## config.mk

```make
export PLATFORM = sky130hd
export DESIGN_NAME = char_lcd_nibble_sequencer
export DESIGN_NICKNAME = d
export VERILOG_FILES = /design/src/rtl/core/clns_pkg.sv /design/src/rtl/core/clns_digit_unit.sv /design/src/rtl/core/char_lcd_nibble_sequencer.sv
export SDC_FILE = /design/constraint.sdc
export NUM_CORES = 1
export LEC_CHECK = 0
export BUFFER_PORTS_ARGS = -buffer_cell sky130_fd_sc_hd__buf_2
export CAP_MARGIN = 20
export CORE_MARGIN = 2
export CORE_UTILIZATION = 56
export DETAILED_ROUTE_END_ITERATION = 7
export HOLD_SLACK_MARGIN = 0.03
export PLACE_DENSITY = 0.84
export SLEW_MARGIN = 10
export SYNTH_ARGS = -nofsm -noshare
export SYNTH_HDL_FRONTEND = slang
export SYNTH_SLANG_ARGS = --single-unit
```

## constraint.sdc

```tcl
create_clock -name clk -period 6.05 [get_ports clk]
set_input_delay 1.21 -clock clk [delete_from_list [all_inputs] [get_ports clk]]
set_output_delay 1.21 -clock clk [all_outputs]
set_load 0.01 [all_outputs]
```

## src/rtl/core/clns_pkg.sv

```systemverilog
package clns_pkg;

  localparam int REQ_W    = 2;
  localparam int NIB_W    = 4;
  localparam int BYTE_W   = 8;
  localparam int ROW_W    = 3;
  localparam int NUM_W    = 16;
  localparam int HOLD_W   = 11;
  localparam int DIGIT_W  = 4;
  localparam int POS_W    = 3;
  localparam int IN_DW    = 40;
  localparam int OUT_DW   = 24;

  // input tdata layout
  localparam int CMD_LSB  = 0;
  localparam int CHAR_LSB = CMD_LSB + NIB_W;
  localparam int ROW_LSB  = CHAR_LSB + BYTE_W;
  localparam int COL_LSB  = ROW_LSB + ROW_W;
  localparam int NUM_LSB  = COL_LSB + BYTE_W;

  typedef enum logic [REQ_W-1:0] {
    REQ_CMD    = 2'd0,
    REQ_CHAR   = 2'd1,
    REQ_CURSOR = 2'd2,
    REQ_NUMBER = 2'd3
  } req_t;

  localparam logic [BYTE_W-1:0] ROW1_BASE = 8'h80;
  localparam logic [BYTE_W-1:0] ROW2_BASE = 8'hC0;
  localparam logic [BYTE_W-1:0] ROW3_BASE = 8'h94;
  localparam logic [BYTE_W-1:0] ROW4_BASE = 8'hD4;

  localparam logic [HOLD_W-1:0] LONG_CMD_US  = 11'd2000;
  localparam logic [HOLD_W-1:0] SHORT_CMD_US = 11'd50;
  localparam logic [NIB_W-1:0]  LONG_CMD_MAX = 4'h2;
  localparam logic [NIB_W-1:0]  ASCII_DIGIT_HI = 4'h3;
  localparam logic [BYTE_W-1:0] DLY_RESET = 8'd1;

  localparam logic [POS_W-1:0] LAST_POS = 3'd4;

  typedef struct packed {
    logic               valid;
    logic [DIGIT_W-1:0] digit;
    logic               last;
  } digit_rsp_t;

  function automatic logic [NUM_W-1:0] pow10(input logic [POS_W-1:0] pos);
    logic [NUM_W-1:0] p;
    case (pos)
      3'd0:    p = 16'd10000;
      3'd1:    p = 16'd1000;
      3'd2:    p = 16'd100;
      3'd3:    p = 16'd10;
      default: p = 16'd1;
    endcase
    return p;
  endfunction

endpackage

```

## src/rtl/core/clns_digit_unit.sv

```systemverilog
module clns_digit_unit (
  input  logic                       clk,
  input  logic                       rst_n,
  input  logic                       load,
  input  logic                       next,
  input  logic [clns_pkg::NUM_W-1:0] value,
  output clns_pkg::digit_rsp_t       rsp
);
  import clns_pkg::*;

  typedef enum logic {D_IDLE, D_RUN} dstate_t;

  dstate_t            state_r, state_nxt;
  logic [NUM_W-1:0]   rem_r, rem_nxt;
  logic [POS_W-1:0]   pos_r, pos_nxt;
  logic [DIGIT_W-1:0] dig_r, dig_nxt;
  logic               seen_r, seen_nxt;
  digit_rsp_t         rsp_r, rsp_nxt;
  logic [NUM_W-1:0]   pw;
  logic               ge;

  assign pw  = pow10(pos_r);
  assign ge  = (rem_r >= pw);
  assign rsp = rsp_r;

  always_comb begin
    state_nxt = state_r;
    rem_nxt   = rem_r;
    pos_nxt   = pos_r;
    dig_nxt   = dig_r;
    seen_nxt  = seen_r;
    rsp_nxt   = '0;
    case (state_r)
      D_IDLE: begin
        if (load) begin
          rem_nxt   = value;
          pos_nxt   = '0;
          dig_nxt   = '0;
          seen_nxt  = 1'b0;
          state_nxt = D_RUN;
        end else if (next) begin
          state_nxt = D_RUN;
        end
      end
      D_RUN: begin
        if (ge) begin
          rem_nxt = rem_r - pw;
          dig_nxt = dig_r + 4'd1;
        end else begin
          pos_nxt = pos_r + 3'd1;
          dig_nxt = '0;
          if (dig_r != '0 || seen_r || pos_r == LAST_POS) begin
            seen_nxt      = 1'b1;
            rsp_nxt.valid = 1'b1;
            rsp_nxt.digit = dig_r;
            rsp_nxt.last  = (pos_r == LAST_POS);
            state_nxt     = D_IDLE;
          end
        end
      end
      default: state_nxt = D_IDLE;
    endcase
  end

  always_ff @(posedge clk) begin
    if (!rst_n) begin
      state_r <= D_IDLE;
      rsp_r   <= '0;
      seen_r  <= 1'b0;
    end else begin
      state_r <= state_nxt;
      rsp_r   <= rsp_nxt;
      seen_r  <= seen_nxt;
    end
    rem_r <= rem_nxt;
    pos_r <= pos_nxt;
    dig_r <= dig_nxt;
  end

endmodule

```

## src/rtl/core/char_lcd_nibble_sequencer.sv

```systemverilog
// channel | dir | handshake              | payload
// in      | in  | in_tvalid / in_tready  | in_tuser req_type, in_tdata request fields
// out     | out | out_tvalid / out_tready| out_tdata phase fields, out_tlast last_phase
// cfg     | in  | cfg_valid / cfg_ready  | cfg_data enable_delay_us
// One request at a time; in_tready is high only while idle.
// Phases per request: command two, character four, cursor four (two commands);
// a cursor with an invalid row gives no phase and stays idle.
// Number: each digit comes from the compare/subtract unit, then gives four phases;
// at most five digits, and leading zeros are skipped.
// A phase is held while out_tready is low. Reset: synchronous, active low; delay is 1.
module char_lcd_nibble_sequencer (
  input  logic                        clk,
  input  logic                        rst_n,
  input  logic                        in_tvalid,
  output logic                        in_tready,
  // [3:0] command_nibble, [11:4] char_code, [14:12] row, [22:15] column,
  // [38:23] number, [39] zero
  input  logic [clns_pkg::IN_DW-1:0]  in_tdata,
  // [1:0] req_type
  input  logic [clns_pkg::REQ_W-1:0]  in_tuser,
  output logic                        out_tvalid,
  input  logic                        out_tready,
  // [0] reg_select, [4:1] data_nibble, [5] enable_level, [16:6] hold_us,
  // [23:17] zero
  output logic [clns_pkg::OUT_DW-1:0] out_tdata,
  output logic                        out_tlast,
  input  logic                        cfg_valid,
  output logic                        cfg_ready,
  input  logic [clns_pkg::BYTE_W-1:0] cfg_data
);
  import clns_pkg::*;

  typedef enum logic [1:0] {S_IDLE, S_DIGIT, S_EMIT} state_t;

  state_t            state_r, state_nxt;
  logic              mode_char_r, mode_char_nxt;
  logic [NIB_W-1:0]  nib_r, nib_nxt;
  logic [NIB_W-1:0]  lo_nib_r, lo_nib_nxt;
  logic [1:0]        ph_r, ph_nxt;
  logic              final_r, final_nxt;
  logic              is_num_r, is_num_nxt;
  logic [BYTE_W-1:0] dly_r;

  logic              in_xfer, out_xfer, unit_end;
  logic              dig_load, dig_next;
  digit_rsp_t        rsp;
  logic [ROW_W-1:0]  row;
  logic [BYTE_W-1:0] col, base, addr;
  logic              row_ok;
  logic [NIB_W-1:0]  cur_nib;
  logic [HOLD_W-1:0] hold;

  assign in_tready  = (state_r == S_IDLE);
  assign cfg_ready  = 1'b1;
  assign in_xfer    = in_tvalid && in_tready;
  assign out_tvalid = (state_r == S_EMIT);
  assign out_xfer   = out_tvalid && out_tready;
  assign unit_end   = mode_char_r ? (ph_r == 2'd3) : (ph_r == 2'd1);

  assign row = in_tdata[ROW_LSB +: ROW_W];
  assign col = in_tdata[COL_LSB +: BYTE_W];

  always_comb begin
    row_ok = 1'b1;
    case (row)
      3'd1:    base = ROW1_BASE;
      3'd2:    base = ROW2_BASE;
      3'd3:    base = ROW3_BASE;
      3'd4:    base = ROW4_BASE;
      default: begin
        base   = '0;
        row_ok = 1'b0;
      end
    endcase
  end

  assign addr = base + col - 8'd1;

  clns_digit_unit u_digit (
    .clk   (clk),
    .rst_n (rst_n),
    .load  (dig_load),
    .next  (dig_next),
    .value (in_tdata[NUM_LSB +: NUM_W]),
    .rsp   (rsp)
  );

  assign dig_load = in_xfer && (req_t'(in_tuser) == REQ_NUMBER);

  always_comb begin
    state_nxt     = state_r;
    mode_char_nxt = mode_char_r;
    nib_nxt       = nib_r;
    lo_nib_nxt    = lo_nib_r;
    ph_nxt        = ph_r;
    final_nxt     = final_r;
    is_num_nxt    = is_num_r;
    dig_next      = 1'b0;
    case (state_r)
      S_IDLE: begin
        if (in_xfer) begin
          ph_nxt     = '0;
          is_num_nxt = 1'b0;
          case (req_t'(in_tuser))
            REQ_CMD: begin
              mode_char_nxt = 1'b0;
              nib_nxt       = in_tdata[CMD_LSB +: NIB_W];
              final_nxt     = 1'b1;
              state_nxt     = S_EMIT;
            end
            REQ_CHAR: begin
              mode_char_nxt = 1'b1;
              nib_nxt       = in_tdata[CHAR_LSB + NIB_W +: NIB_W];
              lo_nib_nxt    = in_tdata[CHAR_LSB +: NIB_W];
              final_nxt     = 1'b1;
              state_nxt     = S_EMIT;
            end
            REQ_CURSOR: begin
              mode_char_nxt = 1'b0;
              nib_nxt       = addr[BYTE_W-1:NIB_W];
              lo_nib_nxt    = addr[NIB_W-1:0];
              final_nxt     = 1'b0;
              if (row_ok) begin
                state_nxt = S_EMIT;
              end
            end
            default: begin
              is_num_nxt = 1'b1;
              state_nxt  = S_DIGIT;
            end
          endcase
        end
      end
      S_DIGIT: begin
        if (rsp.valid) begin
          mode_char_nxt = 1'b1;
          nib_nxt       = ASCII_DIGIT_HI;
          lo_nib_nxt    = rsp.digit;
          final_nxt     = rsp.last;
          ph_nxt        = '0;
          state_nxt     = S_EMIT;
        end
      end
      S_EMIT: begin
        if (out_xfer) begin
          if (!unit_end) begin
            ph_nxt = ph_r + 2'd1;
          end else if (final_r) begin
            state_nxt = S_IDLE;
          end else if (is_num_r) begin
            dig_next  = 1'b1;
            state_nxt = S_DIGIT;
          end else begin
            nib_nxt   = lo_nib_r;
            ph_nxt    = '0;
            final_nxt = 1'b1;
          end
        end
      end
      default: state_nxt = S_IDLE;
    endcase
  end

  always_ff @(posedge clk) begin
    if (!rst_n) begin
      state_r <= S_IDLE;
      dly_r   <= DLY_RESET;
    end else begin
      state_r <= state_nxt;
      if (cfg_valid && cfg_ready) begin
        dly_r <= cfg_data;
      end
    end
    mode_char_r <= mode_char_nxt;
    nib_r       <= nib_nxt;
    lo_nib_r    <= lo_nib_nxt;
    ph_r        <= ph_nxt;
    final_r     <= final_nxt;
    is_num_r    <= is_num_nxt;
  end

  assign cur_nib = (mode_char_r && ph_r[1]) ? lo_nib_r : nib_r;

  always_comb begin
    if (mode_char_r) begin
      hold = {3'b000, dly_r};
    end else if (ph_r[0]) begin
      hold = '0;
    end else if (nib_r <= LONG_CMD_MAX) begin
      hold = LONG_CMD_US;
    end else begin
      hold = SHORT_CMD_US;
    end
  end

  assign out_tdata = {7'd0, hold, !ph_r[0], cur_nib, mode_char_r};
  assign out_tlast = final_r && unit_end;

endmodule

```

==> results.sh <==
export IMPL_yosys_warnings=0
export IMPL_fin_crit_ns=3.698
export IMPL_cts_hold_fix_buffers=0
export IMPL_core_area_um2=6832
export IMPL_holdPathStages=2
export IMPL_post_cts_buffers=0
export IMPL_slew_violations=0
export IMPL_die_area_um2=7795
export IMPL_tightest_slew_ns=0.6669
export IMPL_final_common_cell="buf_2"
export IMPL_layout_drive_gt1_share_pct=22.86
export IMPL_yosys_area_share_simple_pct=15.91
export IMPL_clock_latency_ns=0.31
export IMPL_cp_start_kind="register"
export IMPL_cts_resized=0
export IMPL_path_cells="ha_1 > ha_1 > a21oi_1 > and3_1 > ha_1 > inv_1 > fa_1 > a211oi_1 > o21ai_2 > o2111ai_2 > a21oi_4 > nand2_1 > o21ai_1 > buf_4"
export IMPL_path_class="reg -> reg"
export IMPL_drtIter0Drc=139
export IMPL_path_buf_inv=2
export IMPL_num_nets_final=585
export IMPL_async_flop_share_pct=0
export IMPL_synth_seq_area_share_pct=36.23
export IMPL_clockBufferDepth=2
export IMPL_critPathTopFamily="compound AO/OA/AOI/OAI gates"
export IMPL_cp_slowest_stage_delay_ns=0.45
export IMPL_grt_pass1_vias=3176
export IMPL_critPathCaptureType="register"
export IMPL_ys_seq_elements=54
export IMPL_cts_htree_levels=2
export IMPL_muxShareOfSynthArea_pct=8.050
export IMPL_synth_top_flop_cell="edfxtp_1"
export IMPL_use_met3_pct=3.731
export IMPL_wl_um=8280
export IMPL_synth_edf_count=36
export IMPL_rows=30
export IMPL_rsz0062_at_grt="no"
export IMPL_synth_compound_area_share_pct=15.00
export IMPL_gp_congestion=0.8833
export IMPL_mostFrequentLayoutCells="buf_2, nand2_1, ha_1"
export IMPL_irDropWorstVdd_mv=0.1692
export IMPL_die_w_um=88.29
export IMPL_dp_hpwl_um=6294
export IMPL_synth_top_family_by_area="simple AND/OR/NAND/NOR gates"
export IMPL_syn_to_final_growth_pct=12.80
export IMPL_numCtsBuffers=5
export IMPL_cp_common_cell="ha_1"
export IMPL_synthAdderAreaFrac_pct=13.27
export IMPL_final_cells=586
export IMPL_num_antenna_cells=0
export IMPL_fmax_ghz=0.2704
export IMPL_syn_area_per_cell_um2=9.428
export IMPL_crit_fanout=16
export IMPL_path_clk_slew_ns=0.10
export IMPL_synth_xor_area_share_pct=4.843
export IMPL_die_h_um=88.29
export IMPL_start_util_pct=58.24
export IMPL_grt_first_pass_wirelength_um=13680
export IMPL_min_path_type="reg -> reg"
export IMPL_grt_use_met2_pct=38.96
export IMPL_ant_nets=0
export IMPL_synth_area_um2=3979
export IMPL_fin_skew_ns=0.005624
export IMPL_cts_root_buf="clkbuf_8"
export IMPL_period_share_pct=61.12
export IMPL_drt_first_pass_iters=4
export IMPL_ios=83
export IMPL_fin_setup_tns_ns=0
export IMPL_grt_max_degree=34
export IMPL_slew_headroom_pct=54.39
export IMPL_portBuffers=73
export IMPL_cp_depth=14
export IMPL_outcome="finished clean"
export IMPL_setup_viol=0
export IMPL_vias_per_cell=5.560
export IMPL_synthCells=422
export IMPL_maxCapViolations=0
export IMPL_gr_total_overflow=0
export IMPL_cts_sinks=54
export IMPL_yosysUniqueCellTypes=60
export IMPL_cts_tree="done"
export IMPL_cpMaxStageDelayCell="edfxtp_1"
export IMPL_drc=0
export IMPL_p_per_area_nw_per_um2=318.1
export IMPL_p_leak_nw=1.966
export IMPL_antenna_found_initial=0
export IMPL_busiest_layer="met2"
export IMPL_grtUsageMet1_pct=26.71
export IMPL_cp_required_ns=6.10
export IMPL_hold_violations=0
export IMPL_design_area_um2=4488
export IMPL_wl_per_cell_um=14.13
export IMPL_worstRegToRegCells=14
export IMPL_grt_usage_pct=21.90
export IMPL_worst_ep_arrival_time_ns=3.75
export IMPL_place_area_um2=4374
export IMPL_dpl_cell_count=577
export IMPL_vias=3258
[stage by stage]
step                total power, W  hold slack [ns]  utilization, %  setup slack, ns
floorplan                 0.001042           0.4327               -            2.443
global placement          0.001186           0.4553           64.03            2.413
detailed placement        0.001216           0.4692           64.03            2.336
CTS                       0.001421           0.4938           65.29            2.319
global route              0.001534           0.5370           65.70            2.165
finish                    0.001428           0.4843           65.70            2.352
[worst register-to-register path, stage by stage, from the launching register on]
cell and delay (ns):
edfxtp_1 0.45, ha_1 0.25, ha_1 0.17, a21oi_1 0.24, and3_1 0.22, ha_1 0.19, inv_1 0.07, fa_1 0.44
a211oi_1 0.33, o21ai_2 0.15, o2111ai_2 0.31, a21oi_4 0.15, nand2_1 0.16, o21ai_1 0.11, buf_4 0.22
[per-layer routing]
metal | wire length (um) | vias up
met5 | 0 | -
met1 | 3395 | 1497
met3 | 533 | 26
met4 | 220 | 0
li1 | - | 1605
met2 | 4130 | 130
[report_power, final]
part	internal, W	total, W	switching [W]
logic	0.000286	0.000668	0.000382
registers	0.000498	0.000560	0.0000621
clock network	0.0000820	0.000200	0.000118
total	0.000866	0.00143	0.000562
[flip-flops by register name (all words and copies together), names as in the netlist]
name,cells
nib_r,4
u_digit.seen_r,1
lo_nib_r,4
ph_r,2
mode_char_r,1
u_digit.pos_r,3
final_r,1
u_digit.rsp,6
u_digit.rem_r,16
u_digit.dig_r,4
dly_r,8
is_num_r,1
state_r,2
u_digit.state_r,1
[cell usage after synthesis, types with 3 or more instances]
| master | instances | area, um2 |
|---|---|---|
| xor2_1 | 8 | 70.07 |
| nor2b_1 | 13 | 81.33 |
| a21oi_1 | 26 | 130.1 |
| xnor2_1 | 14 | 122.6 |
| o21bai_1 | 3 | 22.52 |
| nand3_1 | 4 | 20.02 |
| mux2_2 | 16 | 180.2 |
| edfxtp_1 | 36 | 1081 |
| ha_1 | 39 | 488.0 |
| buf_4 | 11 | 82.58 |
| nor3_1 | 8 | 40.04 |
| inv_1 | 37 | 138.9 |
| nor2_1 | 23 | 86.33 |
| nand2b_1 | 4 | 25.02 |
| and3_1 | 3 | 18.77 |
| a21o_1 | 4 | 30.03 |
| nand3b_1 | 4 | 30.03 |
| clkbuf_1 | 8 | 30.03 |
| o211ai_1 | 6 | 45.04 |
| nand2_1 | 44 | 165.2 |
| mux2i_1 | 14 | 140.1 |
| o21ai_0 | 24 | 120.1 |
| dfxtp_1 | 18 | 360.4 |
| and2_1 | 6 | 37.54 |
[worst paths after layout]
path                                  startpoint          endpoint  slack, ns
worst max-delay path            u_digit.pos_r[0]  u_digit.rem_r[1]       2.35
worst min register to register          dly_r[0]          dly_r[0]       0.48
worst min-delay path                    dly_r[0]          dly_r[0]       0.48
worst max register to register  u_digit.pos_r[0]  u_digit.rem_r[1]       2.35
[logic make-up (layout without fill, tap and decap cells)]
logic type	count (synthesis)	after routing
fa+ha+maj	41	41
other cells	2	8
flops	54	54
buf+inv	58	120
simple gates	125	125
xor+xnor	22	22
compound gates	90	90
mux	30	30
[layout make-up]
type / instances / area, um2
inverters: 37 / 138.9
flip-flops and latches: 54 / 1441
clock buffers: 6 / 72.57
repair buffers: 75 / 400.4
multi-input cells: 316 / 2301
clock inverters: 2 / 13.76
well taps: 96 / 120.1
fillers: 597 / 2344
(Power assumes the default switching activity.)
